### src/design/rcph_ram.sv
// Generic single write port, single read port RAM with a registered read.
`default_nettype none
module rcph_ram #(
  parameter int Width = 32,
  parameter int Depth = 32
) (
  input  wire logic                     clk,
  input  wire logic                     wr_en,
  input  wire logic [$clog2(Depth)-1:0] wr_addr,
  input  wire logic [Width-1:0]         wr_data,
  input  wire logic [$clog2(Depth)-1:0] rd_addr,
  output logic      [Width-1:0]         rd_data
);
  logic [Width-1:0] mem [Depth];

  always_ff @(posedge clk) begin
    if (wr_en) begin
      mem[wr_addr] <= wr_data;
    end
    rd_data <= mem[rd_addr];
  end
endmodule
`default_nettype wire

### config.mk
export PLATFORM = sky130hd
export DESIGN_NAME = rcph_ram
export DESIGN_NICKNAME = d
export VERILOG_FILES = /design/src/design/rcph_ram.sv
export SDC_FILE = /design/constraint.sdc
export NUM_CORES = 1
export LEC_CHECK = 0
export ABC_AREA = 1
export ABC_CLOCK_PERIOD_IN_PS = 7600
export BUFFER_PORTS_ARGS = -buffer_cell sky130_fd_sc_hd__buf_2
export CAP_MARGIN = 20
export CORE_ASPECT_RATIO = 1.4
export CORE_MARGIN = 8
export CORE_UTILIZATION = 40
export CTS_BUF_LIST = sky130_fd_sc_hd__clkbuf_16
export DETAILED_ROUTE_END_ITERATION = 16
export PLACE_DENSITY = 0.62
export SETUP_SLACK_MARGIN = 0.05
export SYNTH_ARGS = -nofsm -noshare
export SYNTH_HDL_FRONTEND = slang
export SYNTH_SLANG_ARGS = --single-unit
### constraint.sdc
create_clock -name clk -period 7.6 [get_ports clk]
set_input_delay 1.52 -clock clk [delete_from_list [all_inputs] [get_ports clk]]
set_output_delay 1.52 -clock clk [all_outputs]
set_load 0.005 [all_outputs]
==> results.json <==
{
  "outcome": "completed",
  "yosysWarnings": 0,
  "post_cts_resized": 0,
  "synth_nets": 3580,
  "netlist_area_um2": 42410,
  "clock_sinks": 1056,
  "ant_nets": 0,
  "min_period_ns": 3.578,
  "met1_usage": 0.2401,
  "tightest_slew_ns": 1.124,
  "layout.cells.non_filler": 4979,
  "synth_cell_type_count": 14,
  "hold_viol_final": 0,
  "start_kind": "input port",
  "port_buffers": 75,
  "finalWorstSetupSlack_ns": 4.022,
  "holdPathStages": 8,
  "leakage_nw": 16.92,
  "initial_utilization": 0.4026,
  "crit_fanout": 91,
  "finalPower_mw": 11.89,
  "cts_root_buf": "clkbuf_16",
  "dp_cells": 4800,
  "cts_tree": "done",
  "io_pins": 76,
  "drc": 0,
  "clockBufferDepth": 3,
  "use_met2": 0.3336,
  "rows": 141,
  "vias": 26898,
  "design_area_um2": 46680,
  "drt_iter0_markers": 2643,
  "pwr_density_cell_nw_per_um2": 254.7,
  "wire_per_inst_um": 23.15,
  "first_pass_iters": 7,
  "grt_pass1_vias": 26026,
  "finalSetupTns_ns": 0,
  "cts_setup_buffers": 0,
  "postPlaceCellArea_um2": 43660,
  "drive_gt1_frac": 0.08188,
  "globalplace.congestion": 0.7460,
  "finalMaxSlewViolations": 0,
  "grt_usage": 0.1930,
  "grt.busiest_layer": "met2",
  "synth_seq_cells": 1056,
  "layout_commonest_cell": "nand2_1",
  "hold_ws_ns": 0.7459,
  "cap_viol_max_count": 0,
  "use_met3": 0.03226,
  "required_ns": 8.21,
  "min_path_type": "flip-flop to flip-flop",
  "cts.htree.levels": 3,
  "die_h_um": 401.3,
  "slew_headroom": 0.2506,
  "cts_hold_repair.buffers": 0,
  "place_ws_ns": 3.322,
  "cts_buffers": 95,
  "antenna_found_initial": 11,
  "nNetsFinal": 3583,
  "fin_skew_ns": 0.02312,
  "routed_wirelength_um": 115300,
  "setup_viol": 0,
  "clk_pin_slew_ns": 0.06,
  "die_w_um": 291.2,
  "ys_seq_area_frac": 0.7402,
  "timing.final.crit_share": 0.4708,
  "crit_slowest_cell": "buf_4",
  "ff2ff_path_depth": 8,
  "final_core_util": 0.4432,
  "crit_chain": "buf_8, buf_4, buf_4, nand2_1, nand3_1, nand3_1, nand2_1, nand2_1, nand2_1, nand2_1, nand2_1",
  "synth_area_leader_cell": "edfxtp_1",
  "syn_area_per_cell_um2": 11.99,
  "clock.fmax_mhz": 279.5,
  "max_stage_delay_ns": 0.84,
  "syn2layout_area_growth_pct": 10.09,
  "grt.overflow.total": 0,
  "grt_max_degree": 212,
  "fp.dieArea_um2": 116800,
  "grt_pass1_wl_um": 169100,
  "end_kind": "flip-flop",
  "final_cell_mix": "1440 x nand2_1, 1024 x edfxtp_1, 780 x nand3_1",
  "critPathKind": "input port to flip-flop",
  "crit_path_frequent_cell": "nand2_1",
  "vias_per_cell": 5.402,
  "insertion_delay_ns": 0.69,
  "core_um2": 105300,
  "ys_top_cells_by_area": "edfxtp_1 73%, nand2_1 13%, nand3_1 9.2%",
  "cp_data_arrival_time_ns": 4.19,
  "ir_worst_vdd_mv": 0.1533,
  "hpwl_um": 53540,
  "synth_cells": 3536,
  "synth_top_area_share": 0.7251,
  "rsz0062_at_grt": "no"
}
## worst max-delay path, delay by kind of cell
family,cells,cell delay (ns)
buffers and inverters,3,1.77
and+or+nand+nor,8,0.77
## metal layers
layer	vias up	share of wire
li1	12325	-
met1	13357	0.40
met2	978	0.50
met3	232	0.066
met4	6	0.039
met5	-	0.00029
## cell usage after synthesis
master,n
buf_1,18
buf_2,83
buf_4,24
buf_6,66
buf_8,3
clkbuf_1,24
dfxtp_1,32
edfxtp_1,1024
inv_1,7
inv_2,2
inv_8,1
nand2_1,1440
nand3_1,780
nor2_1,32
## worst paths after layout
kind | startpoint | to | slack (ns)
max reg2reg | mem[24][18]$_DFFE_PP_ | rd_data[18]$_DFF_P_ | 6.29
min | mem[6][30]$_DFFE_PP_ | rd_data[30]$_DFF_P_ | 0.75
max | rd_addr[0] | rd_data[3]$_DFF_P_ | 4.02
min reg2reg | mem[6][30]$_DFFE_PP_ | rd_data[30]$_DFF_P_ | 0.75
## logic make-up after synthesis
group / synth area share
buffers and inverters: 0.03741
flip-flops: 0.7402
AND/OR/NAND/NOR: 0.2224
## flip-flops by register name (all words and copies together), names as in the netlist
name	flops
rd_data	32
mem	1024
## cell type report
cell class,count,area [um^2]
Fill cell,9320,58640
Sequential cell,1056,31390
Multi-Input combinational cell,2252,9669
Clock buffer,97,2427
Tap cell,1358,1699
Timing Repair Buffer,124,834.6
Clock inverter,76,580.6
Inverter,10,67.56
Antenna cell,6,15.01
## power by group
part	internal (mW)	switching, mW
Clock	2.59	2.10
Sequential	6.47	0.0300
Combinational	0.178	0.521
No activity file was read; power rests on OpenSTA's default activity.
